--- src/sv/ps2s1_pkg.sv ---
// ----------------------------------------------------------------------------
// ps2s1_pkg
// Shared types, codes and key tables for the scan code set 1 decoder.
// ----------------------------------------------------------------------------
package ps2s1_pkg;

   localparam int CodeWidth   = 8;
   localparam int FlagWidth   = 10;
   localparam int KeyMapLen   = 192;
   localparam int ShiftMapLen = 54;

   // prefix and sequence bytes
   localparam logic [7:0] CODE_EXT       = 8'hE0;
   localparam logic [7:0] CODE_PAUSE     = 8'hE1;
   localparam logic [7:0] CODE_PAUSE_P1  = 8'h1D;
   localparam logic [7:0] CODE_PAUSE_R1  = 8'h9D;
   localparam logic [7:0] CODE_PAUSE_P2  = 8'h45;
   localparam logic [7:0] CODE_PAUSE_R2  = 8'hC5;
   localparam logic [7:0] CODE_PRT_P1    = 8'h2A;
   localparam logic [7:0] CODE_PRT_R1    = 8'hB7;
   localparam logic [7:0] CODE_PRT_P2    = 8'h37;
   localparam logic [7:0] CODE_PRT_R2    = 8'hAA;
   localparam logic [7:0] EXT_OFFSET     = 8'h50;
   localparam logic [7:0] LOW_MASK       = 8'h7F;

   // key table entries for modifier keys
   localparam logic [7:0] KEY_CAPS   = 8'h06;
   localparam logic [7:0] KEY_LSHIFT = 8'h03;
   localparam logic [7:0] KEY_RSHIFT = 8'h04;
   localparam logic [7:0] KEY_LCTRL  = 8'h02;
   localparam logic [7:0] KEY_RCTRL  = 8'h1E;
   localparam logic [7:0] KEY_LALT   = 8'h05;
   localparam logic [7:0] KEY_RALT   = 8'h1F;

   // flag word bit positions
   localparam int FLAG_PRESSED = 0;
   localparam int FLAG_CAPS    = 1;
   localparam int FLAG_LSHIFT  = 4;
   localparam int FLAG_RSHIFT  = 5;
   localparam int FLAG_LCTRL   = 6;
   localparam int FLAG_RCTRL   = 7;
   localparam int FLAG_LALT    = 8;
   localparam int FLAG_RALT    = 9;

   localparam logic [7:0] CHAR_LOWER_A = 8'h61;
   localparam logic [7:0] CHAR_LOWER_Z = 8'h7A;
   localparam logic [7:0] CASE_MASK    = 8'hDF;

   typedef struct packed {
      logic                 step;
      logic [CodeWidth-1:0] code;
   } step_type;

   typedef struct packed {
      logic                 emit;
      logic [CodeWidth-1:0] character;
      logic [FlagWidth-1:0] flags;
   } result_type;

   localparam logic [7:0] KEY_MAP [0:KeyMapLen-1] = '{
      8'h00, 8'h1B, 8'h31, 8'h32, 8'h33, 8'h34, 8'h35, 8'h36,
      8'h37, 8'h38, 8'h39, 8'h30, 8'h2D, 8'h3D, 8'h08, 8'h09,
      8'h71, 8'h77, 8'h65, 8'h72, 8'h74, 8'h79, 8'h75, 8'h69,
      8'h6F, 8'h70, 8'h5B, 8'h5D, 8'h0A, 8'h02, 8'h61, 8'h73,
      8'h64, 8'h66, 8'h67, 8'h68, 8'h6A, 8'h6B, 8'h6C, 8'h3B,
      8'h27, 8'h60, 8'h03, 8'h5C, 8'h7A, 8'h78, 8'h63, 8'h76,
      8'h62, 8'h6E, 8'h6D, 8'h2C, 8'h2E, 8'h2F, 8'h04, 8'h2A,
      8'h05, 8'h20, 8'h06, 8'h07, 8'h0E, 8'h0F, 8'h10, 8'h11,
      8'h12, 8'h13, 8'h14, 8'h15, 8'h16, 8'h17, 8'h18, 8'h37,
      8'h38, 8'h39, 8'h2D, 8'h34, 8'h35, 8'h36, 8'h2B, 8'h31,
      8'h32, 8'h33, 8'h30, 8'h2E, 8'h00, 8'h00, 8'h00, 8'h19,
      8'h1A, 8'h00, 8'h00, 8'h00, 8'h00, 8'h00, 8'h00, 8'h00,
      8'h1C, 8'h00, 8'h00, 8'h00, 8'h00, 8'h00, 8'h00, 8'h00,
      8'h00, 8'h1D, 8'h00, 8'h00, 8'h0A, 8'h1E, 8'h00, 8'h00,
      8'hFF, 8'hFF, 8'hFF, 8'h00, 8'hFF, 8'h00, 8'h00, 8'h00,
      8'h00, 8'h00, 8'h00, 8'h00, 8'h00, 8'h00, 8'hFF, 8'h00,
      8'hFF, 8'h00, 8'hFF, 8'h00, 8'h00, 8'h2F, 8'h00, 8'h00,
      8'h1F, 8'h00, 8'h00, 8'h00, 8'h00, 8'h00, 8'h00, 8'h00,
      8'h00, 8'h00, 8'h00, 8'h00, 8'h00, 8'h00, 8'h00, 8'h80,
      8'h81, 8'h82, 8'h00, 8'h83, 8'h00, 8'h84, 8'h00, 8'h85,
      8'h86, 8'h87, 8'h88, 8'h7F, 8'h00, 8'h00, 8'h00, 8'h00,
      8'h00, 8'h00, 8'h00, 8'h89, 8'h8A, 8'h8B, 8'h8C, 8'h8D,
      8'h00, 8'h00, 8'h00, 8'h8E, 8'h00, 8'h8F, 8'h90, 8'h91,
      8'h92, 8'h93, 8'h94, 8'h95, 8'h96, 8'h97, 8'h00, 8'h00
   };

   localparam logic [7:0] SHIFT_MAP [0:ShiftMapLen-1] = '{
      8'h00, 8'h1B, 8'h21, 8'h40, 8'h23, 8'h24, 8'h25, 8'h5E,
      8'h26, 8'h2A, 8'h28, 8'h29, 8'h5F, 8'h2B, 8'h08, 8'h09,
      8'h71, 8'h77, 8'h65, 8'h72, 8'h74, 8'h79, 8'h75, 8'h69,
      8'h6F, 8'h70, 8'h7B, 8'h7D, 8'h0A, 8'h02, 8'h61, 8'h73,
      8'h64, 8'h66, 8'h67, 8'h68, 8'h6A, 8'h6B, 8'h6C, 8'h3A,
      8'h22, 8'h7E, 8'h03, 8'h7C, 8'h7A, 8'h78, 8'h63, 8'h76,
      8'h62, 8'h6E, 8'h6D, 8'h3C, 8'h3E, 8'h3F
   };

   // entries past the end of the key table read as zero
   function automatic logic [7:0] key_lookup(input logic [7:0] idx);
      logic [7:0] val;
      val = 8'h00;
      if (idx < 8'(KeyMapLen)) begin
         val = KEY_MAP[idx];
      end
      return val;
   endfunction

   function automatic logic [7:0] shift_lookup(input logic [7:0] idx);
      logic [7:0] val;
      val = 8'h00;
      if (idx < 8'(ShiftMapLen)) begin
         val = SHIFT_MAP[idx[5:0]];
      end
      return val;
   endfunction

endpackage

--- src/sv/ps2s1_seq.sv ---
// ----------------------------------------------------------------------------
// ps2s1_seq
// Prefix sequence machine: tracks E0/E1 prefixes, swallows Pause and
// Print Screen sequences and returns the key table entry for each byte.
// ----------------------------------------------------------------------------
module ps2s1_seq (
   input  logic                clock,
   input  logic                reset,
   input  ps2s1_pkg::step_type step_i,
   output logic [7:0]          entry
);

   typedef enum logic [3:0] {
      SQ_START  = 4'd0,
      SQ_EXT    = 4'd1,
      SQ_PAUSE  = 4'd2,
      SQ_PAUSEP = 4'd3,
      SQ_PAUSER = 4'd4,
      SQ_PRTP1  = 4'd5,
      SQ_PRTR1  = 4'd6,
      SQ_PRTP2  = 4'd7,
      SQ_PRTR2  = 4'd8,
      SQ_ERROR  = 4'd9
   } seq_state_type;

   seq_state_type state_ff, state_in;
   logic [7:0]    code;
   logic [7:0]    low_code;

   assign code     = step_i.code;
   assign low_code = code & ps2s1_pkg::LOW_MASK;

   always_comb begin
      state_in = state_ff;
      entry    = 8'h00;
      unique case (state_ff)
         SQ_EXT: begin
            if (code == ps2s1_pkg::CODE_PRT_P1) begin
               state_in = SQ_PRTP1;
            end else if (code == ps2s1_pkg::CODE_PRT_R1) begin
               state_in = SQ_PRTR1;
            end else begin
               state_in = SQ_START;
               entry    = ps2s1_pkg::key_lookup(low_code + ps2s1_pkg::EXT_OFFSET);
            end
         end
         SQ_PAUSE: begin
            if (code == ps2s1_pkg::CODE_PAUSE_P1) begin
               state_in = SQ_PAUSEP;
            end else if (code == ps2s1_pkg::CODE_PAUSE_R1) begin
               state_in = SQ_PAUSER;
            end else begin
               state_in = SQ_ERROR;
            end
         end
         SQ_PAUSEP: state_in = (code == ps2s1_pkg::CODE_PAUSE_P2) ? SQ_START : SQ_ERROR;
         SQ_PAUSER: state_in = (code == ps2s1_pkg::CODE_PAUSE_R2) ? SQ_START : SQ_ERROR;
         SQ_PRTP1:  state_in = (code == ps2s1_pkg::CODE_EXT) ? SQ_PRTP2 : SQ_ERROR;
         SQ_PRTR1:  state_in = (code == ps2s1_pkg::CODE_EXT) ? SQ_PRTR2 : SQ_ERROR;
         SQ_PRTP2:  state_in = (code == ps2s1_pkg::CODE_PRT_P2) ? SQ_START : SQ_ERROR;
         SQ_PRTR2:  state_in = (code == ps2s1_pkg::CODE_PRT_R2) ? SQ_START : SQ_ERROR;
         // drop one byte and resync
         SQ_ERROR:  state_in = SQ_START;
         default: begin
            if (code == ps2s1_pkg::CODE_EXT) begin
               state_in = SQ_EXT;
            end else if (code == ps2s1_pkg::CODE_PAUSE) begin
               state_in = SQ_PAUSE;
            end else begin
               state_in = SQ_START;
               entry    = ps2s1_pkg::key_lookup(low_code);
            end
         end
      endcase
   end

   always_ff @(posedge clock) begin
      if (reset) begin
         state_ff <= SQ_START;
      end else if (step_i.step) begin
         state_ff <= state_in;
      end
   end

endmodule

--- src/sv/ps2s1_keymap.sv ---
// ----------------------------------------------------------------------------
// ps2s1_keymap
// Modifier flag register plus the Caps Lock and Shift translation rules.
// ----------------------------------------------------------------------------
module ps2s1_keymap (
   input  logic                  clock,
   input  logic                  reset,
   input  ps2s1_pkg::step_type   step_i,
   input  logic [7:0]            entry,
   output ps2s1_pkg::result_type result_o
);

   logic [ps2s1_pkg::FlagWidth-1:0] flags_ff, flags_in;
   logic                            release_code;
   logic                            caps;
   logic                            shift;
   logic [7:0]                      code;

   assign code         = step_i.code;
   assign release_code = code[7];

   always_comb begin
      flags_in = flags_ff;
      if (entry != 8'h00) begin
         flags_in[ps2s1_pkg::FLAG_PRESSED] = ~release_code;
         case (entry)
            ps2s1_pkg::KEY_CAPS: begin
               if (!release_code) begin
                  flags_in[ps2s1_pkg::FLAG_CAPS] = ~flags_ff[ps2s1_pkg::FLAG_CAPS];
               end
            end
            ps2s1_pkg::KEY_LSHIFT: flags_in[ps2s1_pkg::FLAG_LSHIFT] = ~release_code;
            ps2s1_pkg::KEY_RSHIFT: flags_in[ps2s1_pkg::FLAG_RSHIFT] = ~release_code;
            ps2s1_pkg::KEY_LCTRL:  flags_in[ps2s1_pkg::FLAG_LCTRL]  = ~release_code;
            ps2s1_pkg::KEY_RCTRL:  flags_in[ps2s1_pkg::FLAG_RCTRL]  = ~release_code;
            ps2s1_pkg::KEY_LALT:   flags_in[ps2s1_pkg::FLAG_LALT]   = ~release_code;
            ps2s1_pkg::KEY_RALT:   flags_in[ps2s1_pkg::FLAG_RALT]   = ~release_code;
            default: ;
         endcase
      end
   end

   assign caps  = flags_in[ps2s1_pkg::FLAG_CAPS];
   assign shift = flags_in[ps2s1_pkg::FLAG_LSHIFT] | flags_in[ps2s1_pkg::FLAG_RSHIFT];

   always_comb begin
      result_o.emit  = (entry != 8'h00) && flags_in[ps2s1_pkg::FLAG_PRESSED];
      result_o.flags = flags_in;
      if (entry >= ps2s1_pkg::CHAR_LOWER_A && entry <= ps2s1_pkg::CHAR_LOWER_Z
          && (caps != shift)) begin
         result_o.character = entry & ps2s1_pkg::CASE_MASK;
      end else if (code < 8'(ps2s1_pkg::ShiftMapLen) && shift) begin
         result_o.character = ps2s1_pkg::shift_lookup(code);
      end else begin
         result_o.character = entry;
      end
   end

   always_ff @(posedge clock) begin
      if (reset) begin
         flags_ff <= '0;
      end else if (step_i.step) begin
         flags_ff <= flags_in;
      end
   end

endmodule

--- src/sv/ps2_set1_scancode_decoder.sv ---
// ----------------------------------------------------------------------------
// ps2_set1_scancode_decoder
// Scan code set 1 byte stream to character decoder with modifier tracking.
// ----------------------------------------------------------------------------
// Pipeline: an accepted byte passes the input register, then the result register;
//   a byte that yields no key press gives no result.
// Throughput: one byte per cycle unless a press waits on a stalled result;
//   decode between the registers: table lookup, flag update and shift rules.
// Reset: synchronous, active high; clears both registers' valid bits, the
//   sequence state (back to start) and the modifier flags.
module ps2_set1_scancode_decoder (
   input  logic                            clock,
   input  logic                            reset,
   input  logic                            req_valid,
   output logic                            req_stall,
   input  logic [ps2s1_pkg::CodeWidth-1:0] req_scan_code,
   output logic                            rsp_valid,
   input  logic                            rsp_stall,
   output logic [ps2s1_pkg::CodeWidth-1:0] rsp_character,
   output logic [ps2s1_pkg::CodeWidth-1:0] rsp_key_code,
   output logic [ps2s1_pkg::FlagWidth-1:0] rsp_modifier_flags
);

   logic                            in_valid_ff, in_valid_in;
   logic [ps2s1_pkg::CodeWidth-1:0] in_code_ff;
   logic                            out_valid_ff, out_valid_in;
   logic [ps2s1_pkg::CodeWidth-1:0] out_character_ff;
   logic [ps2s1_pkg::CodeWidth-1:0] out_key_code_ff;
   logic [ps2s1_pkg::FlagWidth-1:0] out_flags_ff;

   ps2s1_pkg::step_type   step;
   ps2s1_pkg::result_type result;
   logic [7:0]            entry;
   logic                  accept;
   logic                  out_free;

   // the result slot is usable if empty or being drained this cycle
   assign out_free  = !out_valid_ff || !rsp_stall;
   assign step.step = in_valid_ff && (!result.emit || out_free);
   assign step.code = in_code_ff;
   assign req_stall = in_valid_ff && !step.step;
   assign accept    = req_valid && !req_stall;

   ps2s1_seq u_seq (
      .clock  (clock),
      .reset  (reset),
      .step_i (step),
      .entry  (entry)
   );

   ps2s1_keymap u_keymap (
      .clock    (clock),
      .reset    (reset),
      .step_i   (step),
      .entry    (entry),
      .result_o (result)
   );

   always_comb begin
      in_valid_in = in_valid_ff;
      if (accept) begin
         in_valid_in = 1'b1;
      end else if (step.step) begin
         in_valid_in = 1'b0;
      end
      out_valid_in = out_valid_ff;
      if (step.step && result.emit) begin
         out_valid_in = 1'b1;
      end else if (out_valid_ff && !rsp_stall) begin
         out_valid_in = 1'b0;
      end
   end

   always_ff @(posedge clock) begin
      if (reset) begin
         in_valid_ff  <= 1'b0;
         out_valid_ff <= 1'b0;
      end else begin
         in_valid_ff  <= in_valid_in;
         out_valid_ff <= out_valid_in;
      end
   end

   always_ff @(posedge clock) begin
      if (accept) begin
         in_code_ff <= req_scan_code;
      end
      if (step.step && result.emit) begin
         out_character_ff <= result.character;
         out_key_code_ff  <= in_code_ff;
         out_flags_ff     <= result.flags;
      end
   end

   assign rsp_valid          = out_valid_ff;
   assign rsp_character      = out_character_ff;
   assign rsp_key_code       = out_key_code_ff;
   assign rsp_modifier_flags = out_flags_ff;

   // an emitted key is always a press with the unused flag bits clear
   a_rsp_is_press: assert property (@(posedge clock) disable iff (reset)
      rsp_valid |-> (rsp_modifier_flags[0] && !rsp_modifier_flags[2]
                     && !rsp_modifier_flags[3] && !rsp_key_code[7]))
      else $error("emitted item is not a clean key press");

   // a decoded press must land in the result register next cycle
   a_emit_lands: assert property (@(posedge clock) disable iff (reset)
      (step.step && result.emit) |=> (rsp_valid && rsp_key_code == $past(in_code_ff)))
      else $error("decoded press did not reach the result register");

   // back pressure on the input only while a byte waits on a full result slot
   a_stall_cause: assert property (@(posedge clock) disable iff (reset)
      req_stall |-> (in_valid_ff && out_valid_ff && rsp_stall && result.emit))
      else $error("input stalled without a blocked result");

   // a held result must not be dropped or overwritten
   a_hold_result: assert property (@(posedge clock) disable iff (reset)
      (rsp_valid && rsp_stall) |=> (rsp_valid && $stable(rsp_character)
                                    && $stable(rsp_modifier_flags)))
      else $error("stalled result changed");

endmodule
--- config.mk ---
export PLATFORM = sky130hd
export DESIGN_NAME = ps2_set1_scancode_decoder
export DESIGN_NICKNAME = d
export VERILOG_FILES = /design/src/sv/ps2s1_pkg.sv /design/src/sv/ps2s1_seq.sv /design/src/sv/ps2s1_keymap.sv /design/src/sv/ps2_set1_scancode_decoder.sv
export SDC_FILE = /design/constraint.sdc
export NUM_CORES = 1
export LEC_CHECK = 0
export BUFFER_PORTS_ARGS = -buffer_cell sky130_fd_sc_hd__buf_2
export CAP_MARGIN = 20
export CORE_ASPECT_RATIO = 0.8
export CORE_MARGIN = 8
export CORE_UTILIZATION = 30
export DETAILED_ROUTE_END_ITERATION = 10
export GPL_TIMING_DRIVEN = 0
export PLACE_DENSITY = 0.56
export SYNTH_ARGS = -nofsm -noshare
export SYNTH_HDL_FRONTEND = slang
export SYNTH_HIERARCHICAL = 1
export SYNTH_SLANG_ARGS = --single-unit
--- constraint.sdc ---
create_clock -name clock -period 7.3 [get_ports clock]
set_clock_uncertainty 0.15 [all_clocks]
set_input_delay 1.825 -clock clock [delete_from_list [all_inputs] [get_ports clock]]
set_output_delay 1.825 -clock clock [all_outputs]
set_load 0.02 [all_outputs]
==> results of run 1 <==
==> worst max path at each step <==
stage	startpoint	slack, ns	endpoint
detailed placement	in_code_ff[4]	0.18	req_stall
global placement	in_code_ff[4]	-0.21	rsp_key_code[0]
global route	in_code_ff[5]	0.03	req_stall
CTS	in_code_ff[0]	0.16	req_stall
floorplan	in_code_ff[0]	1.74	req_stall
finish	in_code_ff[5]	0.25	req_stall
==> layer usage <==
| metal | vias up | track usage | share of wire |
|---|---|---|---|
| met1 | 2925 | 0.270 | 0.45 |
| met5 | - | 0 | 0 |
| met4 | 0 | 0.0643 | 0.036 |
| met2 | 457 | 0.243 | 0.38 |
| met3 | 69 | 0.0555 | 0.13 |
| li1 | 2732 | - | - |
==> timing repair <==
action                                 in CTS  in global routing
gates resized for setup                     1                  2
setup endpoints to repair                   1                  1
setup buffers                               0                  4
endpoints found under the hold margin       0                  0
pin swaps                                   0                  0
==> metrics by stage <==
| step | power (mW) | setup WS, ns | hold WS [ns] | cell area, sq um | utilization |
|---|---|---|---|---|---|
| after floorplan | 0.578 | 1.74 | 0.302 | 5610 | - |
| after global placement | 0.693 | -0.211 | 0.316 | 6120 | 0.336 |
| after detailed placement | 0.687 | 0.177 | 0.333 | 6130 | 0.337 |
| after CTS | 0.957 | 0.164 | 0.349 | 6310 | 0.347 |
| after global routing | 1.01 | 0.0319 | 0.372 | 6350 | 0.348 |
| final | 0.969 | 0.253 | 0.345 | 6350 | 0.348 |
==> tightest hold or removal path: cells and delay by family (launching register included) <==
family	cells	cell delay, ns
mux	1	0.06
flops	1	0.33
simple gates	1	0.07
==> state kept, by name, indices dropped and copies added (netlist names) <==
register	cells
rsp_valid	1
in_code_ff	8
u_keymap/flags_ff	8
rsp_character	8
rsp_key_code	8
u_seq/state_ff	4
rsp_modifier_flags	10
in_valid_ff	1
==> logic make-up (layout without fill, tap and decap cells) <==
kind of cell               after synthesis  in the layout  share of synthesized area
adders and majority gates               25             25                     0.0558
other                                    1              2                   0.000669
xor gates and xnor gates                 7              7                     0.0109
and+or+nand+nor                        221            221                      0.212
DFF                                     48             48                      0.232
AOI/OAI and AO/OA                      247            247                      0.310
buffers and inverters                  103            154                     0.0863
muxes                                   41             41                     0.0919
==> cell type report <==
class                           count  share of cell area
Buffer                             67              0.0552
Clock buffer                        5              0.0197
Clock inverter                      3             0.00749
Inverter                           36              0.0213
Multi-Input combinational cell    543               0.606
Sequential cell                    48               0.205
Tap cell                          253              0.0499
Timing Repair Buffer               43              0.0355
==> power by group through the flow <==
stage	logic (mW)	registers, mW	clock network (mW)
after detailed placement	0.359	0.328	0
after floorplan	0.247	0.331	0
after global routing	0.402	0.321	0.286
after global placement	0.365	0.328	0
after CTS	0.361	0.322	0.274
final	0.381	0.320	0.268
==> layout by cell type, fill, tap and decap left out, drive strengths merged, types with 10 or more instances in the layout <==
cell | synthesis | routed
buf | 44 | 87
o21ai | 56 | 56
nor2 | 53 | 53
nand2 | 51 | 51
a21oi | 45 | 45
inv | 36 | 36
edfxtp | 34 | 34
clkbuf | 23 | 28
ha | 25 | 25
a31oi | 23 | 23
mux2i | 23 | 23
nor3 | 21 | 21
nand2b | 19 | 19
nor2b | 16 | 16
a211oi | 15 | 15
dfxtp | 14 | 14
nand3 | 14 | 14
a311oi | 12 | 12
mux2 | 12 | 12
o211ai | 11 | 11
o22ai | 10 | 10
==> impl_metrics.ini, run 1 <==
[global_routing]
grt_overflow = 0
grt_max_degree = 27
grt_pass1_vias = 5739
grt_first_pass_wirelength_microns = 34100
grtUsageTotal = 0.183
antenna_found_initial = 0

[clocking]
postCtsHoldBufs = 0
clk_path_buf_depth = 2
worstSkewPairLatency_ns = 0.29
htree_levels = 2
clockRootBuffer = clkbuf_16
numCtsBuffers = 5
numClockSinks = 48
clk_pin_slew_ns = 0.07
cts_tree = built

[place]
dp_hpwl_microns = 16400
dp_cells = 986
io_buffers = 39
gp_congestion = 1.01

[sta]
worstMarginPinSlew_ns = 0.941
finalSetupTns_ns = 0
fmax_mhz = 142
rsz0062_at_grt = no
final-hold-violation-count = 0
finalMaxSlewViolations = 0
setup_viol = 0
relSlewSlack = 0.371
post-route-min-period_ns = 7.05
period_share = 0.965

[hold_path]
worstHoldStart = u_keymap/flags_ff[7]
min_path_type = reg -> reg
hold_end = u_keymap/flags_ff[7]
hold_depth = 2

[worst_setup_path]
critPathKind = reg -> out
cp_slowest_cell = edfxtp_1
startpoint_type = flip-flop
reg2reg_to = rsp_key_code[2]
crit_family = compound AO/OA/AOI/OAI gates
slowest_delay_ns = 0.69
path_buf_inv = 6
rrSetupSlack_ns = 1.50
reg2reg_depth = 13
path_cells = clkbuf_1 -> inv_1 -> buf_2 -> ha_1 -> clkbuf_1 -> nand2_1 -> o31ai_1 -> o311ai_0 -> o21ai_1 -> nor3_2 -> a31oi_1 -> nand4_1 -> inv_1 -> buf_2
arrival_ns = 5.07
r2r_start = in_code_ff[5]
critical_path_depth = 14
end_kind = output pin
cp_max_fo = 11
cp_data_required_time_ns = 5.33

[final_layout]
instances_no_fill = 998
drive_above_1_share = 0.176
register_area_sq_mm = 0.00130
multi_input_area_sq_mm = 0.00384
final.fill_count = 1940
antenna_cells = 0
finalNetCount = 781
syn2layout_area_growth_pct = 13.2

[routing]
drc = 0
routed_wl_microns = 22300
vias_per_cell = 6.20
vias = 6183
drtIter0Drc = 1169
avgRoutedWirePerCell_microns = 22.3
dr.pass1.iters = 6
antenna_left = 0

[die]
die_x_microns = 169
die-area_sq_mm = 0.0234
die_h_microns = 138
core_area_sq_mm = 0.0182
ioPinCount = 40
start_util = 0.308
rows = 44

[yosys]
synth_enable_flop_cells = 34
yosysSeqAreaShare = 0.232
syn-instance-count = 693
syn_area_sq_mm = 0.00561
synth_most_common_cell = nor2_1
synthTopCellsByArea = edfxtp_1 (18%), ha_1 (5.6%), dfxtp_1 (5.0%), mux2i_1 (4.1%), a21oi_1 (3.8%)
syn_avg_cell_area_sq_um = 8.09
synth_common_cells = nor2_1 (53), nand2_1 (51), a21oi_1 (43)
synth_ff_type = edfxtp_1
synth-seq-cells = 48
synth_cell_type_count = 92
synth_top_cell_area_share = 0.182
async_flop_share = 0
yosysWarnings = 6
yosys.area.top_type = edfxtp_1

[power_and_ir_drop]
power.leakage_nw = 2.40
switching_share = 0.380
switching_power_uw = 369
ir_drop_v = 0.000121
p_seq_frac = 0.330
powerDensity_mw_per_mm2 = 153
p_clk_frac = 0.277
p_comb_frac = 0.393
p_int_uw = 600

[status]
outcome = completed

[job]
drv_cap = 0
(Power assumes the default switching activity.)
==> run 2, diff against run 1 <==
Settings changed: CAP_MARGIN 20 to default, CTS_BUF_LIST from default to sky130_fd_sc_hd__clkbuf_16, PLACE_DENSITY 0.56 to 0.45.
==> run 2 against run 1 <==
  * Combinational power grew 4%
  * Sequential share of layout area is essentially flat
  * Largest cell class unchanged
  * Sequential power is essentially flat
  * Die area is the same
  * Maximum frequency grew 1.5%
  * Highest routed layer unchanged
  * Worst setup slack gained 0.10 ns
  * Final area grew 0.16%
  * Clock-buffer cell count is the same
==> impl_metrics.ini, run 2 (same netlist as run 1, synthesis figures left out) <==
[status]
outcome = completed

[final_layout]
finalNetCount = 782
antenna_cells = 0
final_cell_mix = buf_2 (63), nor2_1 (53), nand2_1 (51)
mostFrequentLayoutCell = buf_2
syn2layout_area_growth_pct = 13.3
fin_util = 0.349
largest_reg_flops = 10
drive_above_1_share = 0.182

[sta]
relSlewSlack = 0.313
post-route-min-period_ns = 6.94
finalMaxSlewViolations = 0
final-hold-violation-count = 0
period_share = 0.951
worstMarginPinSlew_ns = 1.02
holdWs_ns = 0.328
rsz0062_at_grt = no
setup_viol = 0
finalSetupTns_ns = 0
setup_ws_ns = 0.357
fmax_mhz = 144

[power_and_ir_drop]
power.leakage_nw = 2.40
powerDensity_mw_per_mm2 = 149
ir_drop_v = 0.0000791

[global_routing]
grt_pass1_vias = 5679
antenna_found_initial = 0
grt_max_degree = 23
grt_first_pass_wirelength_microns = 36400
grtUsageTotal = 0.201
grt_overflow = 0

[place]
gp_congestion = 0.986
dp_hpwl_microns = 18300
place_ws_ns = -0.0496
io_buffers = 39

[routing]
dr.pass1.iters = 6
antenna_left = 0
drc = 0
vias = 6159
routed_wl_microns = 24400
vias_per_cell = 6.17
avgRoutedWirePerCell_microns = 24.5
drtIter0Drc = 855

[worst_setup_path]
critPathKind = reg -> out
cp_data_required_time_ns = 5.33
arrival_ns = 4.97
end_kind = output pin
startpoint_type = flip-flop
cp_max_fo = 12

[clocking]
postCtsHoldBufs = 0
clockRootBuffer = clkbuf_16
numClockSinks = 48
htree_levels = 2
numCtsBuffers = 5
worstSkewPairLatency_ns = 0.29
cts_tree = built
clk_pin_slew_ns = 0.07
clk_path_buf_depth = 2

[die]
rows = 44
core_area_sq_mm = 0.0182
die-area_sq_mm = 0.0234
ioPinCount = 40
die_x_microns = 169
start_util = 0.308
die_h_microns = 138

[hold_path]
min_path_type = reg -> reg

[job]
drv_cap = 0
==> run 2: layout make-up <==
class,count,area (sq um)
clock inverters,3,18.8
plain buffers,67,355
repair buffers,44,253
multi-input cells,543,3850
fillers,1914,11900
flip-flops and latches,48,1300
well taps,253,317
inverters,36,135
clock buffers,5,125
==> run 2: path summary, 6_finish.rpt <==
path	from	to	slack, ns	cells after the start
setup reg to reg	in_code_ff[0]	rsp_character[3]	1.40	16
hold / removal	in_code_ff[6]	rsp_key_code[6]	0.33	0
hold reg to reg	in_code_ff[6]	rsp_key_code[6]	0.33	0
setup / recovery	in_code_ff[0]	req_stall	0.36	15
==> run 2: repair_timing <==
item                                    4_1_cts  5_1_grt
setup buffers                                 0        4
gates resized for setup                       2        8
endpoints found under the setup margin        1        1
pin swaps                                     0        1
==> run 2: critical path, stage by stage (launching register included) <==
cell and delay (ns):
edfxtp_1 0.63, buf_2 0.35, clkbuf_2 0.37, inv_1 0.16, ha_1 0.39, mux2_4 0.37
a21oi_4 0.32, a21o_4 0.21, o21ai_0 0.17, a211oi_1 0.36, o2bb2ai_1 0.28, nor3_2 0.43
a31oi_1 0.22, nand4_1 0.19, inv_1 0.05, buf_2 0.15
==> run 2: metrics by stage <==
step | total power [mW] | instances | cell area [sq um]
6_report | 0.946 | 999 | 6360
5_1_grt | 0.986 | 999 | 6360
4_1_cts | 0.936 | 995 | 6310
3_5_place_dp | 0.700 | 987 | 6160
3_3_place_gp | 0.707 | 986 | 6120
2_1_floorplan | 0.578 | 694 | 5610
==> run 2: per-layer routing <==
layer  vias up  global-route usage  wire [microns]
li1       2736                   -               -
met1      2942               0.298           11200
met2       422               0.269            9540
met3        59              0.0626            3030
met4         0              0.0539             649
met5         -                   0               0
==> run 2: power by group <==
part / internal (mW) / switching, mW / total (mW) / leakage, nW
clock: 0.126 / 0.104 / 0.230 / 0.0635
combinational: 0.134 / 0.262 / 0.396 / 1.91
sequential: 0.307 / 0.0120 / 0.319 / 0.428
total: 0.567 / 0.378 / 0.946 / 2.40
==> run 3, diff against run 2 <==
Settings changed: BUFFER_PORTS_ARGS -buffer_cell sky130_fd_sc_hd__buf_2 to -buffer_cell sky130_fd_sc_hd__buf_4, CORE_UTILIZATION 30 to 34, PLACE_DENSITY 0.45 to 0.5.
Clock period 7.3 ns to 7.65 ns, I/O delays scaled along.
==> run 3 against run 2 <==
  * Final area grew 0.41%
  * Power shrank 0.58%
  * Sequential power shrank 4%
  * Clock-buffer cell count is the same
  * Non-clock buffer count shrank 4
==> impl_metrics.ini, run 3 (same netlist as run 1, synthesis figures left out) <==
[place]
gp_congestion = 1.01
dp_cells = 953
dp_hpwl_microns = 18600
io_buffers = 39
dpl-instance-area_sq_mm = 0.00619

[routing]
drtIter0Drc = 992
avgRoutedWirePerCell_microns = 26.0
vias = 6177
drc = 0
vias_per_cell = 6.42
routed_wl_microns = 25000
dr.pass1.iters = 5
antenna_left = 0

[die]
start_util = 0.343
die_h_microns = 131
die_x_microns = 160
rows = 42
ioPinCount = 40
die-area_sq_mm = 0.0209
core_area_sq_mm = 0.0163

[final_layout]
drive_above_1_share = 0.175
instances_no_fill = 962
mostFrequentLayoutCell = nor2_1
largest_reg_flops = 10
final_cell_mix = nor2_1 (53), nand2_1 (51), buf_4 (48)
syn2layout_area_growth_pct = 13.8
stdcell_area_sq_mm = 0.00638
antenna_cells = 0
finalNetCount = 778
final.fill_count = 1714

[global_routing]
grt_pass1_vias = 5961
grtUsageTotal = 0.235
grt_max_degree = 27
grt_first_pass_wirelength_microns = 37900
antenna_found_initial = 0
grt_overflow = 0

[sta]
worstMarginPinSlew_ns = 0.943
period_share = 0.960
final-hold-violation-count = 0
setup_viol = 0
post-route-min-period_ns = 7.35
finalMaxSlewViolations = 0
finalSetupTns_ns = 0
rsz0062_at_grt = no
fmax_mhz = 136
relSlewSlack = 0.370

[worst_setup_path]
startpoint_type = flip-flop
path_buf_inv = 7
end_kind = output pin
cp_max_fo = 11
crit_family = buffers and inverters
critPathKind = reg -> out
rrSetupSlack_ns = 1.37
slowest_delay_ns = 0.63
cp_data_required_time_ns = 5.59
cp_slowest_cell = edfxtp_1
reg2reg_to = rsp_character[3]
r2r_start = in_code_ff[5]
arrival_ns = 5.28
path_cells = clkbuf_1 -> inv_1 -> buf_2 -> ha_1 -> clkbuf_2 -> clkbuf_1 -> and3_1 -> a31oi_1 -> a211oi_1 -> o2bb2ai_1 -> nor3_2 -> a31oi_1 -> nand4_1 -> inv_1 -> buf_4
reg2reg_depth = 15

[clocking]
clk_pin_slew_ns = 0.07
numClockSinks = 48
clk_path_buf_depth = 2
cts_tree = built
clockRootBuffer = clkbuf_16
worstSkewPairLatency_ns = 0.29
postCtsHoldBufs = 0
numCtsBuffers = 5
htree_levels = 2

[hold_path]
worstHoldStart = in_code_ff[6]
hold_end = rsp_key_code[6]
min_path_type = reg -> reg
hold_depth = 0

[power_and_ir_drop]
p_int_uw = 578
p_comb_frac = 0.402
total_power_uw = 940
powerDensity_mw_per_mm2 = 147
ir_drop_v = 0.0000886
switching_share = 0.385
switching_power_uw = 362
power.leakage_nw = 2.42
p_seq_frac = 0.327
p_clk_frac = 0.271

[status]
outcome = completed

[job]
drv_cap = 0
run 3: changes by cell type in the layout (fill, tap and decap cells not counted):
cell,previous run,this run
buf_2,63,24
buf_4,12,48
clkbuf_1,19,21
clkbuf_2,5,3
clkinv_4,0,2
clkinvlp_4,2,0
buf_16,1,0
bufinv_16,0,1
clkinv_1,1,0
o22ai_1,7,8
o22ai_2,3,2
run 3: worst max-delay path by stage:
stage	start	to	slack [ns]	cells past startpoint
after floorplan	in_code_ff[0]	req_stall	2.00	15
after global placement	in_code_ff[4]	rsp_key_code[3]	-0.12	14
after detailed placement	in_code_ff[4]	req_stall	0.31	15
after CTS	in_code_ff[4]	req_stall	0.17	15
after global routing	in_code_ff[1]	req_stall	0.13	14
final	in_code_ff[5]	req_stall	0.30	15
run 3: cell type report:
class | count | area (sq um) | area share
multi-input combinational | 543 | 3840 | 0.602
sequential | 48 | 1300 | 0.204
buffer | 67 | 353 | 0.0553
timing repair buffer | 40 | 300 | 0.0470
tap | 220 | 275 | 0.0431
inverter | 36 | 135 | 0.0212
clock buffer | 5 | 125 | 0.0196
clock inverter | 3 | 47.5 | 0.00745
run 3: power by group through the flow:
stage	Combinational (mW)	Sequential, mW	Clock (mW)
final	0.378	0.307	0.255
after global routing	0.400	0.309	0.271
after CTS	0.363	0.307	0.261
after detailed placement	0.360	0.313	0
after global placement	0.365	0.313	0
after floorplan	0.236	0.316	0
run 3: metal layers:
metal,track usage,vias up,part of all wire
met2,0.345,406,0.41
li1,-,2736,-
met5,0,-,0
met1,0.332,2988,0.44
met4,0.0570,0,0.019
met3,0.0689,47,0.13
run 3: stage by stage:
stage	util	hold slack, ns	setup slack, ns
2_1_floorplan	-	0.302	2.00
3_3_place_gp	0.378	0.319	-0.115
3_5_place_dp	0.379	0.337	0.309
4_1_cts	0.390	0.348	0.174
5_1_grt	0.391	0.369	0.134
6_report	0.391	0.347	0.304
run 3: what timing repair did:
item                                    4_1_cts  5_1_grt
resized for setup                             1        5
buffers inserted                              0        1
endpoints found under the setup margin        1        1
pin swaps                                     0        1
